==> src/sv/stbm_pkg.sv <==
`timescale 1ns / 1ps

package stbm_pkg;

  // Configuration register indexes
  localparam logic [1:0] CFG_CHECK_PERIOD = 2'd0;
  localparam logic [1:0] CFG_FALL_COUNT   = 2'd1;
  localparam logic [1:0] CFG_RISE_COUNT   = 2'd2;

  localparam logic [7:0] CHECK_PERIOD_RST = 8'd10;
  localparam logic [7:0] FALL_COUNT_RST   = 8'd5;
  localparam logic [7:0] RISE_COUNT_RST   = 8'd10;

  localparam logic [7:0] CNT_MAX = 8'hFF;

  // Comparator threshold codes; code 3 is illegal
  localparam logic [1:0] THR_4V2 = 2'd0;
  localparam logic [1:0] THR_3V9 = 2'd1;
  localparam logic [1:0] THR_3V6 = 2'd2;
  localparam logic [1:0] THR_BAD = 2'd3;

  // Battery level codes
  localparam logic [1:0] LVL_4V2 = 2'd0;
  localparam logic [1:0] LVL_3V9 = 2'd1;
  localparam logic [1:0] LVL_3V6 = 2'd2;
  localparam logic [1:0] LVL_3V0 = 2'd3;

  typedef struct packed {
    logic [7:0] check_period;
    logic [7:0] fall_count;
    logic [7:0] rise_count;
  } cfg_t;

  typedef struct packed {
    logic [7:0] prescaler;
    logic [7:0] count;
    logic [1:0] thr;
    logic [1:0] lvl;
  } state_t;

  typedef struct packed {
    logic tick;
    logic below_threshold;
  } item_t;

  typedef struct packed {
    logic [1:0] threshold_select;
    logic [1:0] battery_level;
    logic       clear_flag;
    logic       blue_lamp;
    logic       red_lamp;
  } result_t;

  function automatic logic [7:0] sat_inc(input logic [7:0] v);
    sat_inc = (v == CNT_MAX) ? v : v + 8'd1;
  endfunction

endpackage

==> src/sv/stbm_in_if.sv <==
`timescale 1ns / 1ps

interface stbm_in_if;
  logic valid;
  logic ready;
  logic tick;
  logic below_threshold;

  modport source (output valid, tick, below_threshold, input ready);
  modport sink (input valid, tick, below_threshold, output ready);
endinterface

==> src/sv/stbm_out_if.sv <==
`timescale 1ns / 1ps

interface stbm_out_if;
  logic       valid;
  logic       ready;
  logic [1:0] threshold_select;
  logic [1:0] battery_level;
  logic       clear_flag;
  logic       blue_lamp;
  logic       red_lamp;

  modport source (output valid, threshold_select, battery_level, clear_flag, blue_lamp,
                  red_lamp, input ready);
  modport sink (input valid, threshold_select, battery_level, clear_flag, blue_lamp,
                red_lamp, output ready);
endinterface

==> src/sv/stbm_cfg.sv <==
`timescale 1ns / 1ps

module stbm_cfg (
  input  logic               clk_i,
  input  logic               rst_ni,
  input  logic               cfg_we_i,
  input  logic [1:0]         cfg_idx_i,
  input  logic [7:0]         cfg_wdata_i,
  output stbm_pkg::cfg_t     cfg_o
);

  stbm_pkg::cfg_t cfg_q;

  always_ff @(posedge clk_i or negedge rst_ni) begin
    if (!rst_ni) begin
      cfg_q.check_period <= stbm_pkg::CHECK_PERIOD_RST;
      cfg_q.fall_count   <= stbm_pkg::FALL_COUNT_RST;
      cfg_q.rise_count   <= stbm_pkg::RISE_COUNT_RST;
    end else if (cfg_we_i) begin
      case (cfg_idx_i)
        stbm_pkg::CFG_CHECK_PERIOD: cfg_q.check_period <= cfg_wdata_i;
        stbm_pkg::CFG_FALL_COUNT:   cfg_q.fall_count   <= cfg_wdata_i;
        stbm_pkg::CFG_RISE_COUNT:   cfg_q.rise_count   <= cfg_wdata_i;
        default: ;
      endcase
    end
  end

  assign cfg_o = cfg_q;

endmodule

==> src/sv/stbm_update.sv <==
`timescale 1ns / 1ps

module stbm_update (
  input  stbm_pkg::cfg_t    cfg_i,
  input  stbm_pkg::state_t  state_i,
  input  stbm_pkg::item_t   item_i,
  output stbm_pkg::state_t  state_o,
  output stbm_pkg::result_t result_o
);

  logic [7:0] pre_inc;
  logic [7:0] cnt_inc;
  logic       sample;
  logic       clr;

  always_comb begin
    pre_inc = stbm_pkg::sat_inc(state_i.prescaler);
    cnt_inc = stbm_pkg::sat_inc(state_i.count);
    sample  = item_i.tick && (pre_inc >= cfg_i.check_period);
    state_o = state_i;
    clr     = 1'b0;

    if (item_i.tick) begin
      state_o.prescaler = sample ? 8'd0 : pre_inc;
    end

    if (sample) begin
      if (state_i.thr == stbm_pkg::THR_BAD) begin
        // recover to the top threshold, leave count and level
        state_o.thr = stbm_pkg::THR_4V2;
      end else begin
        state_o.count = cnt_inc;
        if (item_i.below_threshold) begin
          clr = 1'b1;
          if (cnt_inc >= cfg_i.fall_count) begin
            state_o.count = 8'd0;
            case (state_i.thr)
              stbm_pkg::THR_4V2: begin
                state_o.lvl = stbm_pkg::LVL_3V9;
                state_o.thr = stbm_pkg::THR_3V9;
              end
              stbm_pkg::THR_3V9: begin
                state_o.lvl = stbm_pkg::LVL_3V6;
                state_o.thr = stbm_pkg::THR_3V6;
              end
              default: state_o.lvl = stbm_pkg::LVL_3V0;
            endcase
          end
        end else if (cnt_inc >= cfg_i.rise_count) begin
          state_o.count = 8'd0;
          case (state_i.thr)
            stbm_pkg::THR_4V2: state_o.lvl = stbm_pkg::LVL_4V2;
            stbm_pkg::THR_3V9: begin
              state_o.thr = stbm_pkg::THR_4V2;
              state_o.lvl = stbm_pkg::LVL_3V9;
            end
            default: begin
              state_o.thr = stbm_pkg::THR_3V9;
              state_o.lvl = stbm_pkg::LVL_3V6;
            end
          endcase
        end
      end
    end

    result_o.threshold_select = state_o.thr;
    result_o.battery_level    = state_o.lvl;
    result_o.clear_flag       = clr;
    result_o.blue_lamp        = (state_o.lvl == stbm_pkg::LVL_4V2) ||
                                (state_o.lvl == stbm_pkg::LVL_3V9);
    result_o.red_lamp         = (state_o.lvl == stbm_pkg::LVL_4V2) ||
                                (state_o.lvl == stbm_pkg::LVL_3V6);
  end

endmodule

==> src/sv/stepped_threshold_battery_monitor.sv <==
`timescale 1ns / 1ps

// Channel   Dir  Payload                                              Transfer
// in_i      in   tick, below_threshold                                valid & ready
// out_o     out  threshold_select, battery_level, clear_flag, lamps   valid & ready
// cfg       in   cfg_we_i, cfg_idx_i, cfg_wdata_i                     cfg_we_i high
//
// One result per input item; an item is held in the input register and moves into
// the result register when that slot frees up.
// Throughput is one item per cycle while the output is not stalled, set by the
// single state update between the input and result registers. Reset clears the
// state, the counters and both valid flags, and loads the register defaults. A
// stalled output holds the result and the input register; input stays ready while
// the input register is empty or drains this cycle.

module stepped_threshold_battery_monitor (
  input  logic       clk_i,
  input  logic       rst_ni,
  stbm_in_if.sink    in_i,
  stbm_out_if.source out_o,
  input  logic       cfg_we_i,
  input  logic [1:0] cfg_idx_i,
  input  logic [7:0] cfg_wdata_i
);

  stbm_pkg::cfg_t    cfg;
  stbm_pkg::state_t  state_q;
  stbm_pkg::state_t  state_d;
  stbm_pkg::item_t   item_q;
  stbm_pkg::result_t res_d;
  stbm_pkg::result_t res_q;
  logic              in_valid_q;
  logic              out_valid_q;
  logic              advance;
  logic              in_ready;

  stbm_cfg u_cfg (
    .clk_i       (clk_i),
    .rst_ni      (rst_ni),
    .cfg_we_i    (cfg_we_i),
    .cfg_idx_i   (cfg_idx_i),
    .cfg_wdata_i (cfg_wdata_i),
    .cfg_o       (cfg)
  );

  stbm_update u_update (
    .cfg_i    (cfg),
    .state_i  (state_q),
    .item_i   (item_q),
    .state_o  (state_d),
    .result_o (res_d)
  );

  // move the held item into the result register when that slot frees up
  assign advance  = in_valid_q && (!out_valid_q || out_o.ready);
  assign in_ready = !in_valid_q || advance;

  always_ff @(posedge clk_i or negedge rst_ni) begin
    if (!rst_ni) begin
      in_valid_q  <= 1'b0;
      out_valid_q <= 1'b0;
      state_q     <= '0;
    end else begin
      if (in_ready) begin
        in_valid_q <= in_i.valid;
      end
      if (advance) begin
        out_valid_q <= 1'b1;
        state_q     <= state_d;
      end else if (out_o.ready) begin
        out_valid_q <= 1'b0;
      end
    end
  end

  always_ff @(posedge clk_i) begin
    if (in_ready && in_i.valid) begin
      item_q.tick            <= in_i.tick;
      item_q.below_threshold <= in_i.below_threshold;
    end
    if (advance) begin
      res_q <= res_d;
    end
  end

  assign in_i.ready             = in_ready;
  assign out_o.valid            = out_valid_q;
  assign out_o.threshold_select = res_q.threshold_select;
  assign out_o.battery_level    = res_q.battery_level;
  assign out_o.clear_flag       = res_q.clear_flag;
  assign out_o.blue_lamp        = res_q.blue_lamp;
  assign out_o.red_lamp         = res_q.red_lamp;

endmodule
==> src/flat_wrapper.sv <==
// flat-port wrapper written by rule: the top's interface ports become plain ports
module stepped_threshold_battery_monitor_flat 
  (clk_i, rst_ni, cfg_we_i, cfg_idx_i, cfg_wdata_i, in_i_valid, in_i_tick, in_i_below_threshold, in_i_ready, out_o_valid, out_o_threshold_select, out_o_battery_level, out_o_clear_flag, out_o_blue_lamp, out_o_red_lamp, out_o_ready);
  stbm_in_if in_i_i ();
  stbm_out_if out_o_i ();
  input  logic clk_i;
  input  logic rst_ni;
  input  logic cfg_we_i;
  input  logic [1:0] cfg_idx_i;
  input  logic [7:0] cfg_wdata_i;
  input wire logic [$bits(in_i_i.valid)-1:0] in_i_valid;
  input wire logic [$bits(in_i_i.tick)-1:0] in_i_tick;
  input wire logic [$bits(in_i_i.below_threshold)-1:0] in_i_below_threshold;
  output wire logic [$bits(in_i_i.ready)-1:0] in_i_ready;
  output wire logic [$bits(out_o_i.valid)-1:0] out_o_valid;
  output wire logic [$bits(out_o_i.threshold_select)-1:0] out_o_threshold_select;
  output wire logic [$bits(out_o_i.battery_level)-1:0] out_o_battery_level;
  output wire logic [$bits(out_o_i.clear_flag)-1:0] out_o_clear_flag;
  output wire logic [$bits(out_o_i.blue_lamp)-1:0] out_o_blue_lamp;
  output wire logic [$bits(out_o_i.red_lamp)-1:0] out_o_red_lamp;
  input wire logic [$bits(out_o_i.ready)-1:0] out_o_ready;
  assign in_i_i.valid = in_i_valid;
  assign in_i_i.tick = in_i_tick;
  assign in_i_i.below_threshold = in_i_below_threshold;
  assign in_i_ready = in_i_i.ready;
  assign out_o_valid = out_o_i.valid;
  assign out_o_threshold_select = out_o_i.threshold_select;
  assign out_o_battery_level = out_o_i.battery_level;
  assign out_o_clear_flag = out_o_i.clear_flag;
  assign out_o_blue_lamp = out_o_i.blue_lamp;
  assign out_o_red_lamp = out_o_i.red_lamp;
  assign out_o_i.ready = out_o_ready;
  stepped_threshold_battery_monitor u_core (.clk_i(clk_i), .rst_ni(rst_ni), .in_i(in_i_i), .out_o(out_o_i), .cfg_we_i(cfg_we_i), .cfg_idx_i(cfg_idx_i), .cfg_wdata_i(cfg_wdata_i));
endmodule
==> config.mk <==
export PLATFORM = sky130hd
export DESIGN_NAME = stepped_threshold_battery_monitor_flat
export DESIGN_NICKNAME = d
export VERILOG_FILES = /design/src/sv/stbm_pkg.sv /design/src/sv/stbm_in_if.sv /design/src/sv/stbm_out_if.sv /design/src/sv/stbm_cfg.sv /design/src/sv/stbm_update.sv /design/src/sv/stepped_threshold_battery_monitor.sv /design/src/flat_wrapper.sv
export SDC_FILE = /design/constraint.sdc
export NUM_CORES = 1
export LEC_CHECK = 0
export ABC_AREA = 1
export BUFFER_PORTS_ARGS = -buffer_cell sky130_fd_sc_hd__buf_2
export CAP_MARGIN = 20
export CORE_MARGIN = 1
export CORE_UTILIZATION = 60
export CTS_CLUSTER_SIZE = 14
export DETAILED_ROUTE_END_ITERATION = 16
export PLACE_DENSITY = 0.76
export REMOVE_ABC_BUFFERS = 1
export SLEW_MARGIN = 20
export SYNTH_ARGS = -nofsm -noshare
export SYNTH_HDL_FRONTEND = slang
export SYNTH_HIERARCHICAL = 1
export SYNTH_SLANG_ARGS = --single-unit
==> constraint.sdc <==
create_clock -name clk_i -period 5.4 [get_ports clk_i]
set_input_delay 1.08 -clock clk_i [delete_from_list [all_inputs] [get_ports clk_i]]
set_output_delay 1.08 -clock clk_i [all_outputs]
set_load 0.1 [all_outputs]
==> Word level (Yosys, flattened, before mapping) <==
Cells that the tools add are included.
{ "op_classes": {"add_sub_neg": 2, "order_cmp": 3, "eq_ne": 8, "n_mux": 16, "bitwise_logic": 2, "n_reduce_logical": 19} }
{ "ops": {"columns": ["operator", "count"], "rows": [
  ["$mux W12", 3],
  ["$ge A8 B8 Y1", 3],
  ["$mux W8", 3],
  ["$add A8 B1 Y8 const B", 2],
  ["$eq A8 B8 Y1 const B", 2],
  ["$pmux W2 S2", 4],
  ["$reduce_and A2 Y1", 4],
  ["$eq A2 B1 Y1 const B", 3],
  ["$eq A2 B2 Y1 const B", 3],
  ["$logic_not A2 Y1", 3],
  ["$logic_or A1 B1 Y1", 4],
  ["$mux W2", 2],
  ["$mux W4", 1],
  ["$logic_and A1 B1 Y1", 3],
  ["$mux W1", 3],
  ["$reduce_and A3 Y1", 1],
  ["$logic_not A1 Y1", 2],
  ["$not A1 Y1", 2],
  ["$reduce_bool A2 Y1", 1],
  ["$reduce_or A2 Y1", 1]
]} }
{ "word_totals": {"register_bits": 55, "input_bits": 17, "output_inout_bits": 9, "word_cells": 66} }

==> Logic depth before layout (Yosys ltp) <==
{ "logic_depth": {"ltp_word": 9, "mapped_depth": 24, "mapped_depth_nobuf": 23} }

==> Hierarchy <==
Netlist, hierarchy kept.
{ "modules_own_cells": {"columns": ["mod", "instances", "cells_each", "area_each_um2"], "rows": [
  ["stbm_update", 1, 285, 1590.3],
  ["stepped_threshold_battery_monitor", 1, 106, 1146.1],
  ["stbm_cfg", 1, 107, 1058.5]
]} }

==> Least setup slack after synthesis <==
No wires, ideal clock.
{ "synth_path": {"path_type": "flip-flop to output port", "startpoint": "register u_core.out_valid_q, in the netlist u_core/out_o.valid", "endpoint": "output in_i_ready", "arrival_ns": 1.919, "required_time_ns": 4.320, "path_slack_ns": 2.401, "stages_incl_launch_ff": 2, "n_path_buf": 0, "path_cell_list": "dfrtp_1 nand3_1"} }
{ "synth_between": {"elab_chain_len": 4} }
{ "synth_lines": {"columns": ["item", "line", "source"], "rows": [
  ["start: declaration", "stepped_threshold_battery_monitor.sv:33", "logic out_valid_q;"],
  ["start signal: assignment", "stepped_threshold_battery_monitor.sv:61", "out_valid_q <= 1'b0;"],
  ["start signal: assignment", "stepped_threshold_battery_monitor.sv:68", "out_valid_q <= 1'b1;"],
  ["start signal: assignment", "stepped_threshold_battery_monitor.sv:71", "out_valid_q <= 1'b0;"],
  ["$logic_not A1 Y1", "stepped_threshold_battery_monitor.sv:55", "assign advance = in_valid_q && (!out_valid_q || out_o.ready);"],
  ["$logic_or A1 B1 Y1", "stepped_threshold_battery_monitor.sv:55", null],
  ["$logic_and A1 B1 Y1", "stepped_threshold_battery_monitor.sv:55", null],
  ["$logic_or A1 B1 Y1", "stepped_threshold_battery_monitor.sv:56", "assign in_ready = !in_valid_q || advance;"],
  ["end: declaration", "flat_wrapper.sv:14", "output wire logic [$bits(in_i_i.ready)-1:0] in_i_ready;"]
]} }
Every way passes these cells.

==> Final worst setup path <==
{ "layout_path": {"startpoint": "register u_core/state_q[4] in the netlist's numbering", "endpoint": "register u_core/state_q[11] in the netlist's numbering"} }
{ "layout_between": {"elab_chain_len": 5} }
{ "layout_lines": {"columns": ["item", "line", "source"], "rows": [
  ["start: declaration", "stepped_threshold_battery_monitor.sv:27", "stbm_pkg::state_t state_q;"],
  ["start signal: assignment", "stepped_threshold_battery_monitor.sv:69", "state_q <= state_d;"],
  ["$add A8 B1 Y8 / $eq A8 B8 Y1 (equally long branches)", "stbm_pkg.sv:55", "sat_inc = (v == CNT_MAX) ? v : v + 8'd1;"],
  ["$mux W8 *", "stbm_pkg.sv:55", null],
  ["$ge A8 B8 Y1, on equally long branches", "stbm_update.sv:49, stbm_update.sv:35", null],
  ["$mux W12, on equally long branches", "stbm_update.sv:49, stbm_update.sv:35", null],
  ["$mux W12 *", "stbm_update.sv:33", "if (item_i.below_threshold) begin"]
]} }
Mark *: on every way between the ends. The rest lies on a longest branch, timed or not.
A chain may end at the register's enable or synchronous reset.

==> impl_metrics.yaml <==
die:
  die_x_um: 81.5
  num_io_pins: 26
  core-area_um2: 6030
  dieArea_um2: 6650
  die_h_um: 81.5
  rows: 28
  initial_core_util_pct: 63.0
sta:
  drv_slew: 0
  relSlewSlack_pct: 45.1
  final-hold-violation-count: 0
  holdWs_ns: 0.473
  period_needed_ns: 3.01
  min_period_over_period_pct: 55.8
  max_slew.worst_pin.slew_ns: 0.823
  fmax_mhz: 332
  rsz0062_at_grt: "no"
  fin_tns_setup_ns: 0
  setup_violations: 0
  fin_skew_ns: 0.00691
synth:
  synthCells: 498
  synth_top_area_share_pct: 26.4
  yosysTopAreaCell: "dfrtp_1"
  synth_area_um2: 3790
  avgSynthCellArea_um2: 7.62
  synthArstFlopShare_pct: 83.6
  ys_seq_area_share_pct: 37.7
  netlist_top_cells_area: "dfrtp_1, nand2_1, ha_1, nand3_1, edfxtp_1"
  yosys_register_bits: 55
  yosysUniqueCellTypes: 36
  synth-edff-count: 9
  yosys-top-cells-count: "nand2_1, nand3_1, inv_1, dfrtp_1, ha_1"
  ys_warn_count: 6
  yosysMostFrequentCell: "nand2_1"
  ys.flop_type: "dfrtp_1"
clock_tree:
  cts_hold_buf: 0
  clock_latency_ns: 0.31
  clk_pin_slew_ns: 0.10
  clock_path_buffers: 2
  cts_tree: "done"
  clock-sinks: 55
  post_cts_buffers: 0
  cts_root_buffer: "clkbuf_8"
  cts_buffers: 5
  h-tree-depth: 2
  cts.repair.resized: 0
final_layout:
  multiInputGateArea_um2: 1980
  seqCellArea_um2: 1430
  fillCellCount: 519
  antenna_cells: 0
  nNetsFinal: 558
  syn_to_final_growth_pct: 4.81
  layout-drive-gt1-share_pct: 12.5
global_route:
  grt_max_degree: 47
  grt_pass1_vias: 2932
  grt_remaining_overflow: 0
  antenna_found_initial: 0
  grt.total_usage_pct: 25.9
  grt_pass1_wl_um: 13200
setup_path:
  critPathRequiredTime_ns: 5.65
  end_kind: "register"
  setup.worst_path.class: "register to register"
  arrival_ns: 3.26
  cp_max_fo: 8
  start_kind: "register"
route:
  drtIter0Drc: 161
  post_drt_wl_per_cell_um: 13.4
  via_count: 3206
  detail-route-antenna-nets: 0
  firstDrtPassIters: 4
  wirelength_um: 7880
  drc: 0
  via_per_inst: 5.46
pwr:
  power_frac_clock_pct: 18.5
  power_density_nw_per_um2: 376
  combPwrFrac_pct: 42.1
  seq_power_share_pct: 39.3
  power_switching_uw: 653
  p_int_uw: 844
  sw_frac_of_total_pct: 43.6
  vdd_drop_max_v: 0.000276
  p_leak_nw: 2.18
placement:
  hpwl_um: 5690
  gp_congestion: 0.885
  port_buffers: 25
worst_hold_path:
  min_path_type: "register to register"
run_status:
  status: "finished, final reports clean"
run:
  drv_cap: 0
power by group through the flow:
stage          Combinational, mW  Clock, mW  Sequential, mW
4_1_cts                    0.629      0.284           0.587
6_report                   0.631      0.278           0.588
3_5_place_dp               0.625          0           0.595
5_1_grt                    0.713      0.298           0.601
3_3_place_gp               0.603          0           0.592
2_1_floorplan              0.384          0           0.691
cell usage in the layout, fill, tap and decap left out, types with 8 or more instances in the layout:
cell type  Yosys  layout
buf_2          5      24
dfrtp_1       40      40
edfxtp_1       9       9
ha_1          30      30
inv_1         58      58
nand2_1      177     177
nand3_1       70      70
nand4_1       18      18
nor2_1        13      13
o21ai_0        8       8
logic make-up (layout without fill, tap and decap cells):
kind of cell | after synthesis | after routing | share of synthesized area, %
XOR/XNOR | 6 | 6 | 1.39
AO/OA/AOI/OAI | 29 | 29 | 4.45
flip-flops | 55 | 55 | 37.7
adder cells (fa/ha/maj) | 30 | 30 | 9.89
buffers and inverters | 81 | 95 | 10.1
AND/OR/NAND/NOR | 297 | 297 | 36.5
registers in the layout, indices dropped and copies added, names as in the netlist:
signal,count
u_core/out_o.battery_level,2
u_core/item_q,2
u_core/state_q,20
u_core/in_valid_q,1
u_core/out_o.blue_lamp,1
u_core/out_o.red_lamp,1
u_core/out_o.valid,1
u_core/out_o.clear_flag,1
u_core/u_cfg/cfg_o,24
u_core/out_o.threshold_select,2
critical path, cell delays in order (launching register included):
cell and delay (ns):
dfrtp_1 0.44, ha_1 0.23, nand2_1 0.08, nor2_1 0.07, nand2_2 0.14, inv_2 0.07, or2_2 0.27, nand2_1 0.08
inv_1 0.06, ha_1 0.27, nand2_1 0.06, nand3_1 0.08, nand2_1 0.06, nand2_1 0.06, nand2_1 0.13, nand2_1 0.14
nand2_1 0.26, nand3_1 0.11, o21ai_1 0.15, nand3_1 0.10, nand2_1 0.10
final cells by class:
class                   instances  area share [%]
flip-flops and latches         55            35.9
repair buffers                 25            3.21
clock inverters                 2           0.944
clock buffers                   6            1.82
well taps                      75            2.36
multi-input cells             362            49.8
inverters                      62            5.91
stage by stage:
step | power [mW] | instances | cell area, µm² | utilization [%] | setup WS (ns)
4_1_cts | 1.50 | 587 | 3980 | 66.0 | 2.39
6_report | 1.50 | 587 | 3980 | 66.0 | 2.39
3_3_place_gp | 1.19 | 579 | 3860 | 64.1 | 2.54
3_5_place_dp | 1.22 | 579 | 3860 | 64.1 | 2.42
5_1_grt | 1.61 | 587 | 3980 | 66.0 | 2.12
2_1_floorplan | 1.07 | 479 | 3650 | - | 2.40
final timing paths:
kind	startpoint	to	slack, ns	cells past startpoint
max in group asynchronous	rst_ni	u_core/u_cfg/cfg_o[13]	4.22	1
setup / recovery	u_core/state_q[4]	u_core/state_q[11]	2.39	20
hold / removal	u_core/u_cfg/cfg_o[3]	u_core/u_cfg/cfg_o[3]	0.47	2
min in group asynchronous	rst_ni	u_core/state_q[6]	0.77	1
hold reg to reg	u_core/u_cfg/cfg_o[3]	u_core/u_cfg/cfg_o[3]	0.47	2
setup reg to reg	u_core/state_q[4]	u_core/state_q[11]	2.39	20
per-layer routing:
metal / part of all wire (%) / vias up / track usage [%]
li1: - / 1630 / -
met1: 47 / 1492 / 35.1
met2: 48 / 75 / 44.2
met3: 4.0 / 9 / 3.78
met4: 0.89 / 0 / 4.64
met5: 0 / - / 0
Note: power is estimated with default switching activity, not from simulation.
